`src/hdl/pwfe_pkg.sv`:
```
package pwfe_pkg;

  localparam int unsigned BYTE_W      = 8;
  localparam int unsigned CFG_IDX_W   = 4;
  localparam int unsigned NUM_REGS    = 8;
  localparam int unsigned QDEPTH      = 4;
  localparam int unsigned QAW         = 2;
  localparam int unsigned QCW         = 3;
  localparam int unsigned STEP_W      = 4;
  localparam int unsigned M_TDATA_W   = 16;

  localparam logic [BYTE_W-1:0] LEAD_IN_UNITS = 8'd10;
  localparam logic [BYTE_W-1:0] TAIL_HIGH_UNITS = 8'd1;
  localparam logic [BYTE_W-1:0] HOLD_UNITS = 8'd0;

  typedef enum logic [CFG_IDX_W-1:0] {
    REG_START_HIGH = 4'd0,
    REG_START_LOW  = 4'd1,
    REG_ONE_HIGH   = 4'd2,
    REG_ONE_LOW    = 4'd3,
    REG_ZERO_HIGH  = 4'd4,
    REG_ZERO_LOW   = 4'd5,
    REG_STOP_HIGH  = 4'd6,
    REG_STOP_LOW   = 4'd7
  } reg_idx_t;

  typedef struct packed {
    logic [BYTE_W-1:0] start_high_units;
    logic [BYTE_W-1:0] start_low_units;
    logic [BYTE_W-1:0] one_high_units;
    logic [BYTE_W-1:0] one_low_units;
    logic [BYTE_W-1:0] zero_high_units;
    logic [BYTE_W-1:0] zero_low_units;
    logic [BYTE_W-1:0] stop_high_units;
    logic [BYTE_W-1:0] stop_low_units;
  } cfg_t;

  // One classified item: what the back end must send for it
  typedef struct packed {
    logic              open_frame;
    logic              close_frame;
    logic [BYTE_W-1:0] data;
    logic [BYTE_W-1:0] checksum;
  } cmd_t;

  typedef struct packed {
    logic active;
  } back_stat_t;

endpackage

```
`src/hdl/pwfe_front.sv`:
```
module pwfe_front (
  input  logic               clk,
  input  logic               rst,
  input  logic               s_tvalid,
  output logic               s_tready,
  input  logic [7:0]         s_tdata,   // data_byte
  input  logic               s_tlast,   // last_byte
  input  logic               q_full,
  output logic               q_push,
  output pwfe_pkg::cmd_t     q_cmd
);
  import pwfe_pkg::*;

  logic              in_frame;
  logic [BYTE_W-1:0] running_checksum;
  logic [BYTE_W-1:0] checksum_next;

  assign s_tready      = !q_full;
  assign q_push        = s_tvalid && s_tready;
  assign checksum_next = running_checksum ^ s_tdata;

  always_comb begin
    q_cmd.open_frame  = !in_frame;
    q_cmd.close_frame = s_tlast;
    q_cmd.data        = s_tdata;
    q_cmd.checksum    = checksum_next;
  end

  always_ff @(posedge clk) begin
    if (rst) begin
      in_frame         <= 1'b0;
      running_checksum <= '0;
    end else if (q_push) begin
      in_frame         <= !s_tlast;
      // clear the checksum once the frame closes
      running_checksum <= s_tlast ? '0 : checksum_next;
    end
  end

endmodule

```
`src/hdl/pwfe_queue.sv`:
```
module pwfe_queue (
  input  logic                       clk,
  input  logic                       rst,
  input  logic                       push,
  input  pwfe_pkg::cmd_t             push_cmd,
  input  logic                       pop,
  output pwfe_pkg::cmd_t             head,
  output logic                       full,
  output logic                       empty,
  output logic [pwfe_pkg::QCW-1:0]   count
);
  import pwfe_pkg::*;

  cmd_t           entries [QDEPTH];
  logic [QAW-1:0] wr_ptr;
  logic [QAW-1:0] rd_ptr;

  assign full  = (count == QCW'(QDEPTH));
  assign empty = (count == '0);
  assign head  = entries[rd_ptr];

  always_ff @(posedge clk) begin
    if (push) begin
      entries[wr_ptr] <= push_cmd;
    end
  end

  always_ff @(posedge clk) begin
    if (rst) begin
      wr_ptr <= '0;
      rd_ptr <= '0;
      count  <= '0;
    end else begin
      if (push) begin
        wr_ptr <= wr_ptr + 1'b1;
      end
      if (pop) begin
        rd_ptr <= rd_ptr + 1'b1;
      end
      case ({push, pop})
        2'b10:   count <= count + 1'b1;
        2'b01:   count <= count - 1'b1;
        default: count <= count;
      endcase
    end
  end

endmodule

```
`src/hdl/pwfe_back.sv`:
```
module pwfe_back (
  input  logic                  clk,
  input  logic                  rst,
  input  pwfe_pkg::cfg_t        cfg,
  input  logic                  q_empty,
  input  pwfe_pkg::cmd_t        q_head,
  output logic                  q_pop,
  output pwfe_pkg::back_stat_t  stat,
  output logic                  m_tvalid,
  input  logic                  m_tready,
  output logic [15:0]           m_tdata,  // pin_level, duration_units, zero pad
  output logic                  m_tlast   // last_segment
);
  import pwfe_pkg::*;

  typedef enum logic [1:0] {
    PH_HEAD,
    PH_DATA,
    PH_CHECK,
    PH_TAIL
  } phase_t;

  phase_t            phase;
  logic              active;
  logic [STEP_W-1:0] step;
  cmd_t              cmd;

  logic              adv;
  logic              emit;
  logic              seg_last;
  logic              seg_level;
  logic [BYTE_W-1:0] seg_units;
  logic              phase_end;
  logic              bit_val;
  logic [BYTE_W-1:0] cur_byte;
  logic              out_level;
  logic [BYTE_W-1:0] out_units;

  assign adv   = !m_tvalid || m_tready;
  assign emit  = adv && active;
  assign q_pop = !q_empty && (!active || (emit && seg_last));
  assign stat.active = active;

  assign m_tdata = {{(M_TDATA_W - BYTE_W - 1){1'b0}}, out_units, out_level};

  always_comb begin
    cur_byte  = (phase == PH_CHECK) ? cmd.checksum : cmd.data;
    bit_val   = cur_byte[step[STEP_W-1:1]];
    seg_level = !step[0];
    phase_end = 1'b0;
    seg_units = HOLD_UNITS;
    case (phase)
      PH_HEAD: begin
        phase_end = (step == STEP_W'(3));
        case (step[1:0])
          2'd0:    seg_units = LEAD_IN_UNITS;
          2'd1:    seg_units = LEAD_IN_UNITS;
          2'd2:    seg_units = cfg.start_high_units;
          default: seg_units = cfg.start_low_units;
        endcase
      end
      PH_DATA, PH_CHECK: begin
        phase_end = (step == '1);
        if (bit_val) begin
          seg_units = step[0] ? cfg.one_low_units : cfg.one_high_units;
        end else begin
          seg_units = step[0] ? cfg.zero_low_units : cfg.zero_high_units;
        end
      end
      PH_TAIL: begin
        phase_end = (step == STEP_W'(3));
        case (step[1:0])
          2'd0:    seg_units = cfg.stop_high_units;
          2'd1:    seg_units = cfg.stop_low_units;
          2'd2:    seg_units = TAIL_HIGH_UNITS;
          default: seg_units = HOLD_UNITS;
        endcase
      end
      default: begin
        phase_end = 1'b1;
        seg_units = HOLD_UNITS;
      end
    endcase
    seg_last = phase_end &&
               ((phase == PH_TAIL) || ((phase == PH_DATA) && !cmd.close_frame));
  end

  always_ff @(posedge clk) begin
    if (rst) begin
      active   <= 1'b0;
      phase    <= PH_HEAD;
      step     <= '0;
      m_tvalid <= 1'b0;
    end else begin
      if (adv) begin
        m_tvalid  <= active;
        out_level <= seg_level;
        out_units <= seg_units;
        m_tlast   <= seg_last;
      end
      if (q_pop) begin
        // take the next item straight after the final segment
        active <= 1'b1;
        cmd    <= q_head;
        phase  <= q_head.open_frame ? PH_HEAD : PH_DATA;
        step   <= '0;
      end else if (emit) begin
        if (seg_last) begin
          active <= 1'b0;
        end else if (phase_end) begin
          step <= '0;
          case (phase)
            PH_HEAD:  phase <= PH_DATA;
            PH_DATA:  phase <= PH_CHECK;
            PH_CHECK: phase <= PH_TAIL;
            default:  phase <= PH_TAIL;
          endcase
        end else begin
          step <= step + 1'b1;
        end
      end
    end
  end

endmodule

```
`src/hdl/pulse_width_frame_encoder.sv`:
```
// An item reaches m_tdata through the queue entry, the sequencer command register
// and the output register. Segments go out one per cycle while m_tready allows;
// a byte gives 16 segments, 20 if it opens a frame, 36 if it closes one, 40 if both.
// A four-entry command queue lets the input side run ahead of the segment sequencer.
// Reset (rst, synchronous) closes any open frame, clears the checksum and queue,
// and loads the default pulse lengths into the registers.
module pulse_width_frame_encoder (
  input  logic        clk,
  input  logic        rst,
  input  logic        s_tvalid,
  output logic        s_tready,
  input  logic [7:0]  s_tdata,    // data_byte
  input  logic        s_tlast,    // last_byte
  output logic        m_tvalid,
  input  logic        m_tready,
  output logic [15:0] m_tdata,    // pin_level, duration_units, zero pad
  output logic        m_tlast,    // last_segment
  input  logic        cfg_valid,
  output logic        cfg_ready,
  input  logic [3:0]  cfg_index,
  input  logic [7:0]  cfg_data
);
  import pwfe_pkg::*;

  cfg_t           cfg;
  logic           q_full;
  logic           q_empty;
  logic           q_push;
  logic           q_pop;
  logic [QCW-1:0] q_count;
  cmd_t           q_cmd;
  cmd_t           q_head;
  back_stat_t     stat;

  assign cfg_ready = 1'b1;

  always_ff @(posedge clk) begin
    if (rst) begin
      cfg.start_high_units <= 8'd30;
      cfg.start_low_units  <= 8'd70;
      cfg.one_high_units   <= 8'd5;
      cfg.one_low_units    <= 8'd10;
      cfg.zero_high_units  <= 8'd10;
      cfg.zero_low_units   <= 8'd5;
      cfg.stop_high_units  <= 8'd70;
      cfg.stop_low_units   <= 8'd30;
    end else if (cfg_valid && cfg_ready) begin
      case (cfg_index)
        REG_START_HIGH: cfg.start_high_units <= cfg_data;
        REG_START_LOW:  cfg.start_low_units  <= cfg_data;
        REG_ONE_HIGH:   cfg.one_high_units   <= cfg_data;
        REG_ONE_LOW:    cfg.one_low_units    <= cfg_data;
        REG_ZERO_HIGH:  cfg.zero_high_units  <= cfg_data;
        REG_ZERO_LOW:   cfg.zero_low_units   <= cfg_data;
        REG_STOP_HIGH:  cfg.stop_high_units  <= cfg_data;
        REG_STOP_LOW:   cfg.stop_low_units   <= cfg_data;
        default:        cfg <= cfg; // drop writes beyond the register list
      endcase
    end
  end

  pwfe_front u_front (
    .clk      (clk),
    .rst      (rst),
    .s_tvalid (s_tvalid),
    .s_tready (s_tready),
    .s_tdata  (s_tdata),
    .s_tlast  (s_tlast),
    .q_full   (q_full),
    .q_push   (q_push),
    .q_cmd    (q_cmd)
  );

  pwfe_queue u_queue (
    .clk      (clk),
    .rst      (rst),
    .push     (q_push),
    .push_cmd (q_cmd),
    .pop      (q_pop),
    .head     (q_head),
    .full     (q_full),
    .empty    (q_empty),
    .count    (q_count)
  );

  pwfe_back u_back (
    .clk      (clk),
    .rst      (rst),
    .cfg      (cfg),
    .q_empty  (q_empty),
    .q_head   (q_head),
    .q_pop    (q_pop),
    .stat     (stat),
    .m_tvalid (m_tvalid),
    .m_tready (m_tready),
    .m_tdata  (m_tdata),
    .m_tlast  (m_tlast)
  );

  a_queue_bound: assert property (@(posedge clk) disable iff (rst)
    q_count <= QCW'(QDEPTH))
    else $error("command queue count beyond depth");

  a_idle_picks_up: assert property (@(posedge clk) disable iff (rst)
    !stat.active && !q_empty |=> stat.active)
    else $error("sequencer idle while commands wait");

  a_no_out_when_idle: assert property (@(posedge clk) disable iff (rst)
    !stat.active && (!m_tvalid || m_tready) |=> !m_tvalid)
    else $error("segment sent with no command in progress");

endmodule

```
`config.mk`:
```
export PLATFORM = sky130hd
export DESIGN_NAME = pulse_width_frame_encoder
export DESIGN_NICKNAME = d
export VERILOG_FILES = /design/src/hdl/pwfe_pkg.sv /design/src/hdl/pwfe_front.sv /design/src/hdl/pwfe_queue.sv /design/src/hdl/pwfe_back.sv /design/src/hdl/pulse_width_frame_encoder.sv
export SDC_FILE = /design/constraint.sdc
export NUM_CORES = 1
export LEC_CHECK = 0
export ABC_AREA = 0
export BUFFER_PORTS_ARGS = -buffer_cell sky130_fd_sc_hd__buf_4
export CAP_MARGIN = 5
export CORE_UTILIZATION = 55
export CTS_CLUSTER_DIAMETER = 150
export DETAILED_ROUTE_END_ITERATION = 10
export GPL_TIMING_DRIVEN = 0
export PLACE_DENSITY = 0.85
export SLEW_MARGIN = 40
export SYNTH_ARGS = -nofsm -noshare
export SYNTH_HDL_FRONTEND = slang
export SYNTH_SLANG_ARGS = --single-unit
```
`constraint.sdc`:
```
create_clock -name clk -period 2.65 [get_ports clk]
set_input_delay 0.1325 -clock clk [delete_from_list [all_inputs] [get_ports clk]]
set_output_delay 0.1325 -clock clk [all_outputs]
set_load 0.01 [all_outputs]
```
==> reports/results.ini <==
[status]
status = finished clean

[clocking]
insertion_delay_ns = 0.43
clkTransAtPathRegs_ns = 0.07
cts-root-buf = clkbuf_16
cts.sinks = 189
cts_setup_buffers = 0
cts_tree = yes
cts_buffer_depth = 2
h-tree-depth = 4
cts_made_buffers = 17

[detailed_routing]
routed_wl_um = 18300
viasPerCell = 6.00
vias = 5416
antenna_left = 0
route.detailed.drc = 0
drt-initial-drc-count = 514
wl_per_cell_um = 20.3
first_pass_iters = 5

[logic_synthesis]
post-synth-top-area-cell = edfxtp_1
ys.flop_type = edfxtp_1
syn_avg_cell_area_um2 = 12.5
synth_seq_area_share_pct = 59.6
synth_most_common_cell = edfxtp_1
syn_area_mm2 = 0.00801
async_flop_share_pct = 0
synth_edf_count = 99
synthTopCellsByArea = edfxtp_1 37%, dfxtp_1 23%, mux2i_1 7.8%
netlist_instances = 638
synth_cell_types = 57
yosys_warnings = 0
ys_ff_latch = 189
yosysTopAreaCellShare_pct = 37.1
synth_commonest_cells = 99 x edfxtp_1, 90 x dfxtp_1, 76 x nor2_1

[critical_path]
crit_path_start_kind = flip-flop
critPathMaxFanout = 7
r2r_end = u_queue.count[2]
startpoint = u_back.phase[0]
crit_path_end_kind = flip-flop
worstPathRequired_ns = 3.01
r2r_cells = 11
regToRegStartpoint = u_back.phase[0]
critPathArrivalTime_ns = 2.93
crit_type = flip-flop to flip-flop
rrSetupSlack_ns = 0.08

[cells_and_area]
fill_cells = 943
regArea_mm2 = 0.00478
num_antenna_cells = 0
drive_gt1_share_pct = 19.8
fin_cells = 902
final_nets = 750
syn_to_final_growth_pct = 16.1
postLayoutCellArea_mm2 = 0.00929
multi_input_area_mm2 = 0.00299

[global_route]
busiest_layer = met2
grtUsageMet3_pct = 5.99
grt_pass1_vias = 5264
grt_overflow = 0
grt_util_met2_pct = 41.4
grtUsageTotal_pct = 25.9
grt_max_degree = 20
grt_util_met1_pct = 34.3
antenna_found_initial = 0
grt_pass1_wl_um = 28400

[timing]
slew_viol_final = 0
setup_viol = 0
relSlewSlack_pct = 48.0
period_share_pct = 97.0
worst_slew_pin_slew_ns = 0.780
whs_ns = 0.0913
max_freq_mhz = 389
clock_skew_ns = 0.0124
finalHoldViolations = 0
rsz0062_at_grt = no
worst_slack_ns = 0.0794
finalCriticalPeriod_ns = 2.57
fin_tns_setup_ns = 0

[floorplan]
die_w_um = 123
dieArea_mm2 = 0.0150
ios = 46
rows = 43
start_util_pct = 57.0
core_area_mm2 = 0.0140
die_y_um = 123

[worst_hold_path]
hold_start = rst
min_to = u_back.phase[0]
hold_class = primary input to flip-flop
hold_depth = 3

[run]
maxCapViolations = 0

[pwr]
power.clock.fraction_pct = 31.0
pwr-share-comb_pct = 24.4
powerDensity_mw_per_mm2 = 886
seqPwrFrac_pct = 44.6
p_switching_mw = 2.54
leakagePower_nw = 3.49
p_int_mw = 5.69
p_sw_share_pct = 30.9
ir_drop_mv = 0.630

[placed_design]
place_ws_ns = -0.164
dpl_cell_area_mm2 = 0.00851
gp_congestion = 0.889
port_buffers = 33
placed_cells = 857
hpwl_um = 12000

-- through the flow --
stage / total power, mW / util, %
finish: 8.23 / 66.2
global route: 8.53 / 66.2
CTS: 8.16 / 66.0
detailed placement: 5.57 / 60.6
global placement: 5.45 / 60.5
floorplan: 4.97 / -
-- power by group through the flow --
stage	Sequential, mW	Combinational, mW	Clock [mW]
finish	3.67	2.01	2.55
floorplan	3.69	1.28	0
global placement	3.69	1.76	0
CTS	3.66	1.94	2.56
global route	3.70	2.15	2.69
detailed placement	3.72	1.85	0
-- how the worst max path moves through the flow --
stage,slack (ns),to
3_3_place_gp,-0.38,u_back.cmd[2]
5_1_grt,0.004,u_queue.count[2]
2_1_floorplan,0.04,u_back.cmd[0]
6_report,0.08,u_queue.count[2]
4_1_cts,0.03,u_back.cmd[16]
3_5_place_dp,-0.16,u_queue.count[2]
-- registers in the layout, indices dropped and copies added, names as in the netlist, 2 cells and up, named ones only --
| register | cells |
|---|---|
| u_queue.entries | 72 |
| u_queue.rd_ptr | 2 |
| u_queue.count | 3 |
| u_back.phase | 2 |
| u_front.running_checksum | 8 |
| u_queue.wr_ptr | 2 |
| cfg | 64 |
| u_back.out_units | 8 |
| u_back.step | 4 |
| u_back.cmd | 17 |
-- kinds of logic after synthesis --
logic type	count (synthesis)	share of synthesized area (%)
DFF	189	59.6
adders and majority gates	15	2.44
muxes	97	15.5
other	2	0.0938
xor gates and xnor gates	11	1.20
AOI/OAI and AO/OA	83	6.91
buffers and inverters	65	3.83
and+or+nand+nor	176	10.4
-- metal layers --
layer	up-vias	wire length [µm]	part of all wire, %
li1	2436	-	-
met5	-	0	0
met3	35	1460	8.0
met2	295	8860	48
met1	2650	7590	41
met4	0	404	2.2
-- cells in the final DEF, fill, tap and decap left out, drive strengths merged, types with 3 or more instances in the layout --
cell / synthesis / routed
edfxtp: 99 / 99
dfxtp: 90 / 90
nor2: 77 / 77
mux2i: 62 / 62
buf: 25 / 58
nand2: 39 / 39
clkbuf: 20 / 39
inv: 19 / 26
mux4: 20 / 20
o21ai: 19 / 19
a21oi: 16 / 16
mux2: 15 / 15
ha: 14 / 14
dlygate4sd3: 0 / 13
a31oi: 11 / 11
nand3: 10 / 10
nor2b: 9 / 9
xor2: 9 / 9
a211o: 9 / 9
and2: 9 / 9
a22oi: 8 / 8
conb: 2 / 8
a22o: 7 / 7
clkinv: 1 / 7
nor3: 6 / 6
nand3b: 4 / 4
o211ai: 4 / 4
and3: 4 / 4
nand4: 3 / 3
nor3b: 3 / 3
or3: 3 / 3
-- cell type report --
cell class / count / area share [%]
Sequential cell: 189 / 51.4
Buffer: 45 / 2.52
Clock inverter: 13 / 1.51
Tap cell: 180 / 2.42
Multi-Input combinational cell: 390 / 32.2
Inverter: 20 / 0.862
Clock buffer: 19 / 4.99
Timing Repair Buffer: 46 / 4.07
-- timing repair --
action,CTS,global route
hold buffers,13,0
pin swaps,0,1
endpoints found under the setup margin,22,4
endpoints found under the hold margin,44,0
gates resized for setup,8,7
-- critical path, stage by stage, from the launching register on --
cell	delay, ns
dfxtp_4	0.38
inv_2	0.07
ha_4	0.27
or4b_4	0.50
nand3_2	0.12
nand2_4	0.10
clkinv_4	0.11
ha_2	0.22
fa_1	0.19
xnor2_1	0.08
or3_1	0.32
a21oi_1	0.15
Note: power is estimated with default switching activity, not from simulation.
